### config.mk
export PLATFORM = sky130hd
export DESIGN_NAME = string_to_integer_parser
export DESIGN_NICKNAME = d
export VERILOG_FILES = /design/src/rtl/sip_pkg.sv /design/src/rtl/string_to_integer_parser.sv /design/src/rtl/sip_apb_regs.sv /design/src/rtl/sip_parse_step.sv
export SDC_FILE = /design/constraint.sdc
export NUM_CORES = 1
export LEC_CHECK = 0
export BUFFER_PORTS_ARGS = -buffer_cell sky130_fd_sc_hd__buf_2
export CORE_UTILIZATION = 35
export DETAILED_ROUTE_END_ITERATION = 8
export GPL_ROUTABILITY_DRIVEN = 0
export PLACE_DENSITY = 0.57
export SLEW_MARGIN = 0
export SYNTH_ARGS = -nofsm -noshare
export SYNTH_HDL_FRONTEND = slang
export SYNTH_SLANG_ARGS = --single-unit
export TNS_END_PERCENT = 1
### constraint.sdc
create_clock -name aclk -period 11.5 [get_ports aclk]
set_input_delay 1.725 -clock aclk [delete_from_list [all_inputs] [get_ports aclk]]
set_output_delay 1.725 -clock aclk [all_outputs]
set_load 0.01 [all_outputs]
### src/rtl/sip_pkg.sv
// shared types, character codes and character helpers for the string to integer parser
package sip_pkg;

    // parse phases
    typedef enum logic [2:0] {
        PH_IDLE,
        PH_LEAD,
        PH_SIGNED,
        PH_ZERO,
        PH_DIGITS
    } phase_t;

    // per-string state without the position counter
    typedef struct packed {
        phase_t      phase;
        logic        negative;
        logic [63:0] accumulator;
        logic [5:0]  active_base;
    } parse_state_t;

    // result of one step
    typedef struct packed {
        logic        produce;
        logic [63:0] value;
        logic [7:0]  end_offset;
    } parse_result_t;

    // character codes
    localparam logic [7:0] CH_TAB   = 8'h09;
    localparam logic [7:0] CH_LF    = 8'h0A;
    localparam logic [7:0] CH_VT    = 8'h0B;
    localparam logic [7:0] CH_FF    = 8'h0C;
    localparam logic [7:0] CH_CR    = 8'h0D;
    localparam logic [7:0] CH_SPACE = 8'h20;
    localparam logic [7:0] CH_PLUS  = 8'h2B;
    localparam logic [7:0] CH_MINUS = 8'h2D;
    localparam logic [7:0] CH_ZERO  = 8'h30;
    localparam logic [7:0] CH_NINE  = 8'h39;
    localparam logic [7:0] CH_UP_A  = 8'h41;
    localparam logic [7:0] CH_UP_X  = 8'h58;
    localparam logic [7:0] CH_UP_Z  = 8'h5A;
    localparam logic [7:0] CH_LO_A  = 8'h61;
    localparam logic [7:0] CH_LO_X  = 8'h78;
    localparam logic [7:0] CH_LO_Z  = 8'h7A;

    // digit values and bases
    localparam logic [7:0] DIGIT_NONE  = 8'hFF;
    localparam logic [7:0] LETTER_BASE = 8'd10;
    localparam logic [5:0] BASE_AUTO   = 6'd0;
    localparam logic [5:0] BASE_OCT    = 6'd8;
    localparam logic [5:0] BASE_DEC    = 6'd10;
    localparam logic [5:0] BASE_HEX    = 6'd16;

    // register map
    localparam logic [5:0] BASE_RESET  = BASE_DEC;

    // whitespace test
    function automatic logic is_blank(input logic [7:0] c);
        return (c == CH_SPACE) || (c == CH_TAB) || (c == CH_LF) ||
               (c == CH_CR) || (c == CH_FF) || (c == CH_VT);
    endfunction

    // digit value of a character, DIGIT_NONE when not a digit or letter
    function automatic logic [7:0] digit_of(input logic [7:0] c);
        logic [7:0] d;
        d = DIGIT_NONE;
        if (c >= CH_ZERO && c <= CH_NINE) begin
            d = c - CH_ZERO;
        end else if (c >= CH_LO_A && c <= CH_LO_Z) begin
            d = c - CH_LO_A + LETTER_BASE;
        end else if (c >= CH_UP_A && c <= CH_UP_Z) begin
            d = c - CH_UP_A + LETTER_BASE;
        end
        return d;
    endfunction

endpackage

### src/rtl/string_to_integer_parser.sv
// A character is held in the input register, and its result in the result register.
// Throughput: one character per cycle while results are taken; the 64-bit multiply-add
// by the base and the position update are combinational, so each step feeds the next directly.
// Stalls happen only while a result waits, and the input register stalls only when full.
// Reset is synchronous, active low: the parser returns to idle, both stages empty,
// and the base register returns to 10.
module string_to_integer_parser
    import sip_pkg::*;
#(
    parameter int MAX_LEN = 255
) (
    input  logic        aclk,
    input  logic        aresetn,
    // input characters
    input  logic        s_tvalid,
    output logic        s_tready,
    input  logic [7:0]  s_tdata,   // [7:0] ch
    input  logic        s_tuser,   // [0] first
    // results
    output logic        m_tvalid,
    input  logic        m_tready,
    output logic [71:0] m_tdata,   // [63:0] value, [71:64] end_offset
    // configuration
    input  logic        psel,
    input  logic        penable,
    input  logic        pwrite,
    input  logic [2:0]  paddr,
    input  logic [31:0] pwdata,
    output logic [31:0] prdata,
    output logic        pready
);

    localparam int POS_W = $clog2(MAX_LEN + 1);

    logic             in_valid_reg;
    logic [7:0]       in_ch_reg;
    logic             in_first_reg;
    parse_state_t     state_reg;
    parse_state_t     state_next;
    logic [POS_W-1:0] pos_reg;
    logic [POS_W-1:0] pos_next;
    parse_result_t    step_result;
    logic             out_valid_reg;
    logic [71:0]      out_data_reg;
    logic             advance;
    logic             process;
    logic [5:0]       base_setting;

    // configuration registers
    sip_apb_regs u_regs (
        .aclk         (aclk),
        .aresetn      (aresetn),
        .psel         (psel),
        .penable      (penable),
        .pwrite       (pwrite),
        .paddr        (paddr),
        .pwdata       (pwdata),
        .prdata       (prdata),
        .pready       (pready),
        .base_setting (base_setting)
    );

    // pipeline moves whenever the result register is free or being emptied
    assign advance  = !out_valid_reg || m_tready;
    assign process  = in_valid_reg && advance;
    assign s_tready = !in_valid_reg || advance;

    // input register
    always_ff @(posedge aclk) begin
        if (!aresetn) begin
            in_valid_reg <= 1'b0;
        end else if (s_tready) begin
            in_valid_reg <= s_tvalid;
        end
    end

    always_ff @(posedge aclk) begin
        if (s_tready && s_tvalid) begin
            in_ch_reg    <= s_tdata;
            in_first_reg <= s_tuser;
        end
    end

    // character step
    sip_parse_step #(
        .MAX_LEN (MAX_LEN),
        .POS_W   (POS_W)
    ) u_step (
        .ch           (in_ch_reg),
        .first        (in_first_reg),
        .base_setting (base_setting),
        .state_cur    (state_reg),
        .pos_cur      (pos_reg),
        .state_next   (state_next),
        .pos_next     (pos_next),
        .result       (step_result)
    );

    // parser state
    always_ff @(posedge aclk) begin
        if (!aresetn) begin
            state_reg <= '{phase: PH_IDLE, negative: 1'b0, accumulator: 64'd0,
                           active_base: 6'd0};
            pos_reg   <= '0;
        end else if (process) begin
            state_reg <= state_next;
            pos_reg   <= pos_next;
        end
    end

    // result register
    always_ff @(posedge aclk) begin
        if (!aresetn) begin
            out_valid_reg <= 1'b0;
        end else if (advance) begin
            out_valid_reg <= process && step_result.produce;
        end
    end

    always_ff @(posedge aclk) begin
        if (process && step_result.produce) begin
            out_data_reg <= {step_result.end_offset, step_result.value};
        end
    end

    assign m_tvalid = out_valid_reg;
    assign m_tdata  = out_data_reg;

endmodule

### src/rtl/sip_apb_regs.sv
// apb register block holding the number base setting
module sip_apb_regs
    import sip_pkg::*;
(
    input  logic        aclk,
    input  logic        aresetn,
    input  logic        psel,
    input  logic        penable,
    input  logic        pwrite,
    input  logic [2:0]  paddr,
    input  logic [31:0] pwdata,
    output logic [31:0] prdata,
    output logic        pready,
    output logic [5:0]  base_setting
);

    logic [5:0] base_reg;
    logic [5:0] base_next;
    logic       hit;

    // the base register answers at addresses 0 to 3, where paddr[2] is clear
    assign hit    = (paddr[2] == 1'b0);
    assign pready = 1'b1;

    // write at the access phase
    always_comb begin
        base_next = base_reg;
        if (psel && penable && pwrite && hit) begin
            base_next = pwdata[5:0];
        end
    end

    always_ff @(posedge aclk) begin
        if (!aresetn) begin
            base_reg <= BASE_RESET;
        end else begin
            base_reg <= base_next;
        end
    end

    // read data
    assign prdata       = hit ? {26'd0, base_reg} : 32'd0;
    assign base_setting = base_reg;

endmodule

### src/rtl/sip_parse_step.sv
// one character step of the parser: next state and optional result
module sip_parse_step
    import sip_pkg::*;
#(
    parameter int MAX_LEN = 255,
    parameter int POS_W   = 8
) (
    input  logic [7:0]       ch,
    input  logic             first,
    input  logic [5:0]       base_setting,
    input  parse_state_t     state_cur,
    input  logic [POS_W-1:0] pos_cur,
    output parse_state_t     state_next,
    output logic [POS_W-1:0] pos_next,
    output parse_result_t    result
);

    localparam int EXT_W = (POS_W > 8) ? POS_W : 8;

    parse_state_t     st;
    logic [POS_W-1:0] pos;
    logic [POS_W-1:0] pos_adv1;
    logic [POS_W-1:0] pos_adv2;
    logic [7:0]       dval;
    logic             blank;
    logic             is_sign;
    logic             is_x;
    logic             pfx_zero;
    logic [5:0]       signed_base;
    logic             use_digit;
    logic [5:0]       dig_base;
    logic [POS_W-1:0] dig_pos;
    logic             dig_ok;
    logic [63:0]      acc_mac;
    logic [EXT_W-1:0] pos_ext;

    // saturating position increment
    function automatic logic [POS_W-1:0] adv(input logic [POS_W-1:0] p);
        return (p < POS_W'(MAX_LEN)) ? p + 1'b1 : p;
    endfunction

    // a first character restarts the string
    always_comb begin
        st  = state_cur;
        pos = pos_cur;
        if (first) begin
            st.phase       = PH_LEAD;
            st.negative    = 1'b0;
            st.accumulator = 64'd0;
            st.active_base = 6'd0;
            pos            = '0;
        end
    end

    // character classes
    assign blank       = is_blank(ch);
    assign is_sign     = (ch == CH_MINUS) || (ch == CH_PLUS);
    assign is_x        = (ch == CH_LO_X) || (ch == CH_UP_X);
    assign dval        = digit_of(ch);
    assign pfx_zero    = ((base_setting == BASE_AUTO) || (base_setting == BASE_HEX)) &&
                         (ch == CH_ZERO);
    assign signed_base = (base_setting == BASE_AUTO) ? BASE_DEC : base_setting;
    assign pos_adv1    = adv(pos);
    assign pos_adv2    = adv(pos_adv1);

    // pick the digit path, its base and the position it starts from
    always_comb begin
        use_digit = 1'b0;
        dig_base  = st.active_base;
        dig_pos   = pos;
        case (st.phase)
            PH_LEAD, PH_SIGNED: begin
                if ((st.phase == PH_SIGNED || (!blank && !is_sign)) && !pfx_zero) begin
                    use_digit = 1'b1;
                    dig_base  = signed_base;
                end
            end
            PH_ZERO: begin
                if (!is_x) begin
                    use_digit = 1'b1;
                    dig_pos   = pos_adv1;
                end
            end
            PH_DIGITS: begin
                use_digit = 1'b1;
            end
            default: begin
                use_digit = 1'b0;
            end
        endcase
    end

    // digit test and multiply-add
    assign dig_ok  = (dval < {2'b00, dig_base});
    assign acc_mac = st.accumulator * {58'd0, dig_base} + {58'd0, dval[5:0]};

    // next state
    always_comb begin
        state_next = st;
        pos_next   = pos;
        if (use_digit) begin
            state_next.active_base = dig_base;
            if (dig_ok) begin
                state_next.phase       = PH_DIGITS;
                state_next.accumulator = acc_mac;
                pos_next               = adv(dig_pos);
            end else begin
                state_next.phase = PH_IDLE;
                pos_next         = dig_pos;
            end
        end else begin
            case (st.phase)
                PH_LEAD, PH_SIGNED: begin
                    if (st.phase == PH_LEAD && blank) begin
                        pos_next = pos_adv1;
                    end else if (st.phase == PH_LEAD && is_sign) begin
                        state_next.negative = (ch == CH_MINUS);
                        state_next.phase    = PH_SIGNED;
                        pos_next            = pos_adv1;
                    end else begin
                        // leading zero of a base that may take a prefix
                        state_next.active_base =
                            (base_setting == BASE_AUTO) ? BASE_OCT : BASE_HEX;
                        state_next.phase = PH_ZERO;
                    end
                end
                PH_ZERO: begin
                    // hex prefix skipped, both characters counted
                    state_next.active_base = BASE_HEX;
                    state_next.phase       = PH_DIGITS;
                    pos_next               = pos_adv2;
                end
                default: begin
                    state_next = st;
                end
            endcase
        end
    end

    // result on the stop character
    assign pos_ext = EXT_W'(dig_pos);
    always_comb begin
        result.produce    = use_digit && !dig_ok;
        result.value      = st.negative ? (64'd0 - st.accumulator) : st.accumulator;
        result.end_offset = (pos_ext > EXT_W'(255)) ? 8'hFF : pos_ext[7:0];
    end

endmodule

==> results.tsv <==
stage	metric	value	unit
worst_setup_path	crit_type	reg -> reg	
layout	layout-drive-gt1-share	0.08225	
clock_network	clockBufferDepth	2	
drt	viasPerCell	5.539	
drt	drt_iter0_drc	1390	
worst_setup_path	crit_start	in_ch_reg[4]	
grt	track_usage	0.2064	
layout	syn_to_final_growth	7.823	%
synthesis	syn_avg_cell_area	8.525	um^2
drt	wl_per_cell	18.75	um
synthesis	ys_seq_area_frac	0.2022	
layout	final_common_cell	nor2_1	
timing	finClkSkew	0.01898	ns
worst_setup_path	reg2reg_depth	25	
status	status	complete, no violations	
timing	grt_setup_unrepaired	false	
grt	grt_pass1_vias	17900	
synthesis	synthCells	2456	
layout	antenna_cells	0	
worst_setup_path	cp_max_fo	32	
clock_network	cts_hold_buffers	0	
layout	largest_register_ffs	74	
floorplanning	core	59020	um^2
layout	final_area	22570	um^2
floorplanning	die_h	246.6	um
synthesis	ys_types	89	
drt	drc_errors	0	
synthesis	synth-seq-cells	171	
worst_setup_path	crit_path_start_kind	flip-flop	
worst_setup_path	r2r_slack	2.29	ns
grt	gr-total-overflow	0	
drt	wl	60.77	mm
floorplanning	die_x	246.6	um
place	numPortBuffers	102	
worst_hold_path	min_from	state_reg[4]	
power	p_total	1.450	mW
timing	drv_slew	0	
clock_network	worstSkewPairLatency	0.49	ns
synthesis	yosysWarningCount	0	
layout	fillCellCount	6013	
worst_setup_path	r2r-end	state_reg[69]	
layout	finalNonFillerCells	3241	
run	maxCapViolCount	0	
clock_network	cts_setup_buffers	0	
timing	tightest_slew	1.034	ns
clock_network	cts_root_buf	clkbuf_16	
drt	drt-pass1-iter-count	6	
grt	antenna_found_initial	1	
worst_setup_path	crit_arrival	9.63	ns
synthesis	syn_area	20940	um^2
worst_setup_path	worstSetupEndpointType	flip-flop	
clock_network	cts_sinks	171	
drt	ant_nets	0	
floorplanning	ios	158	
worst_hold_path	hold_class	reg -> reg	
clock_network	clkTransAtPathRegs	0.08	ns
synthesis	synth-edff-count	81	
timing	fmax	108.5	MHz
floorplanning	rows	89	
clock_network	htreeDepth	4	
clock_network	cts_tree	done	
power	peakVddDrop	106.8	uV
timing	finalHoldViolCount	0	
place	dpl_cell_area	21940	um^2
worst_setup_path	required	11.91	ns
power	p_per_area	64.25	nW/um^2
timing	setup_viol	0	
floorplanning	start_util	0.3547	
timing	fin_crit	9.213	ns
worst_setup_path	crit-reg2reg-launch	in_ch_reg[4]	
grt	grt_max_degree	79	
synthesis	synth-main-ff-cell	dfxtp_1	
place	place_inst	3209	
place	dp_hpwl	46.21	mm
clock_network	post_cts_resized	0	
clock_network	cts_buffers	17	
drt	via_count	17950	
layout	fin_nets	2893	
worst_hold_path	min_path_cells	2	
power	power.leakage	10.34	nW
floorplanning	dieArea	60800	um^2
grt	grt_pass1_wl	99.35	mm
synthesis	async_flop_share	0	
layout	final_cell_mix	nor2_1 (490), fa_1 (240), nand2_1 (239)	
timing	maxSlewHeadroom	0.3106	
worst_hold_path	holdPathEnd	state_reg[4]	
timing	period_share	0.8012	
timing	tns	0	ns
==> per-stage QoR <==
| step | hold WS, ns | worst slack (ns) | utilization |
|---|---|---|---|
| 2_1_floorplan | 0.4318 | 4.063 | - |
| 3_3_place_gp | 0.4438 | 2.497 | 0.3717 |
| 3_5_place_dp | 0.4634 | 2.434 | 0.3717 |
| 4_1_cts | 0.4774 | 2.377 | 0.3825 |
| 5_1_grt | 0.5245 | 1.697 | 0.3825 |
| 6_report | 0.4769 | 2.287 | 0.3825 |
==> area by class of cell <==
type / count / area [um^2] / area share
multi-input combinational: 2054 / 15740 / 0.6972
clock buffer: 17 / 425.4 / 0.01884
sequential: 171 / 4235 / 0.1876
clock inverter: 15 / 212.7 / 0.009422
timing repair buffer: 122 / 660.6 / 0.02927
tap: 773 / 967.2 / 0.04284
inverter: 89 / 334.1 / 0.01480
==> where the power goes <==
part / internal [mW] / switching [mW] / leakage, nW / total, mW
Combinational: 0.0383 / 0.108 / 8.53 / 0.146
Clock: 0.318 / 0.325 / 0.308 / 0.643
Sequential: 0.649 / 0.0116 / 1.50 / 0.661
==> how the worst max path moves through the flow <==
stage | depth (start not counted) | slack, ns | endpoint
floorplan | 28 | 4.06 | state_reg[69]
global placement | 25 | 2.50 | state_reg[69]
detailed placement | 25 | 2.43 | state_reg[69]
CTS | 25 | 2.38 | state_reg[69]
global route | 25 | 1.70 | state_reg[69]
finish | 25 | 2.29 | state_reg[69]
==> logic make-up after synthesis <==
family,after synthesis,synth area share
AND/OR/NAND/NOR,1005,0.2107
multiplexers,24,0.01225
other,2,0.0003587
buffers and inverters,256,0.05163
flip-flops,171,0.2022
adder cells (fa/ha/maj),387,0.3173
XOR/XNOR,128,0.05486
AO/OA/AOI/OAI,483,0.1507
==> layer usage <==
layer / GRT usage / routed length [um]
met4: 0.05810 / 1187
met2: 0.3256 / 27920
met3: 0.03312 / 3803
met1: 0.2901 / 27850
met5: 0 / 13
==> worst max-delay path, stage by stage, from the launching register on <==
cell and delay [ns]:
edfxtp_1 0.54, inv_1 0.16, ha_1 0.26, nor4bb_1 0.47
a32oi_1 0.19, a21oi_2 0.36, or2_1 0.35, mux2_2 0.50
inv_2 0.54, buf_4 0.44, nor2_1 0.13, fa_1 0.50
fa_1 0.52, fa_1 0.49, ha_1 0.32, ha_1 0.39
a21oi_1 0.24, o21ai_0 0.16, a2111oi_0 0.67, o21a_1 0.21
a31oi_1 0.20, a41oi_2 0.44, o211ai_1 0.21, a221oi_1 0.40
xnor3_1 0.29, o21ai_1 0.12
==> cell usage after synthesis (all sizes together) (48+ instances only) <==
library cell  instances  area share
nor2                493       0.089
fa                  240        0.23
nand2               240       0.043
ha                  147       0.088
a21oi               142       0.034
clkbuf              105       0.019
o21ai                97       0.023
dfxtp                90       0.086
inv                  88       0.016
edfxtp               81        0.12
xor2                 72       0.030
nand3                66       0.016
buf                  62       0.017
xnor2                54       0.023
a21o                 48       0.017
No activity file was read; power rests on OpenSTA's default activity.
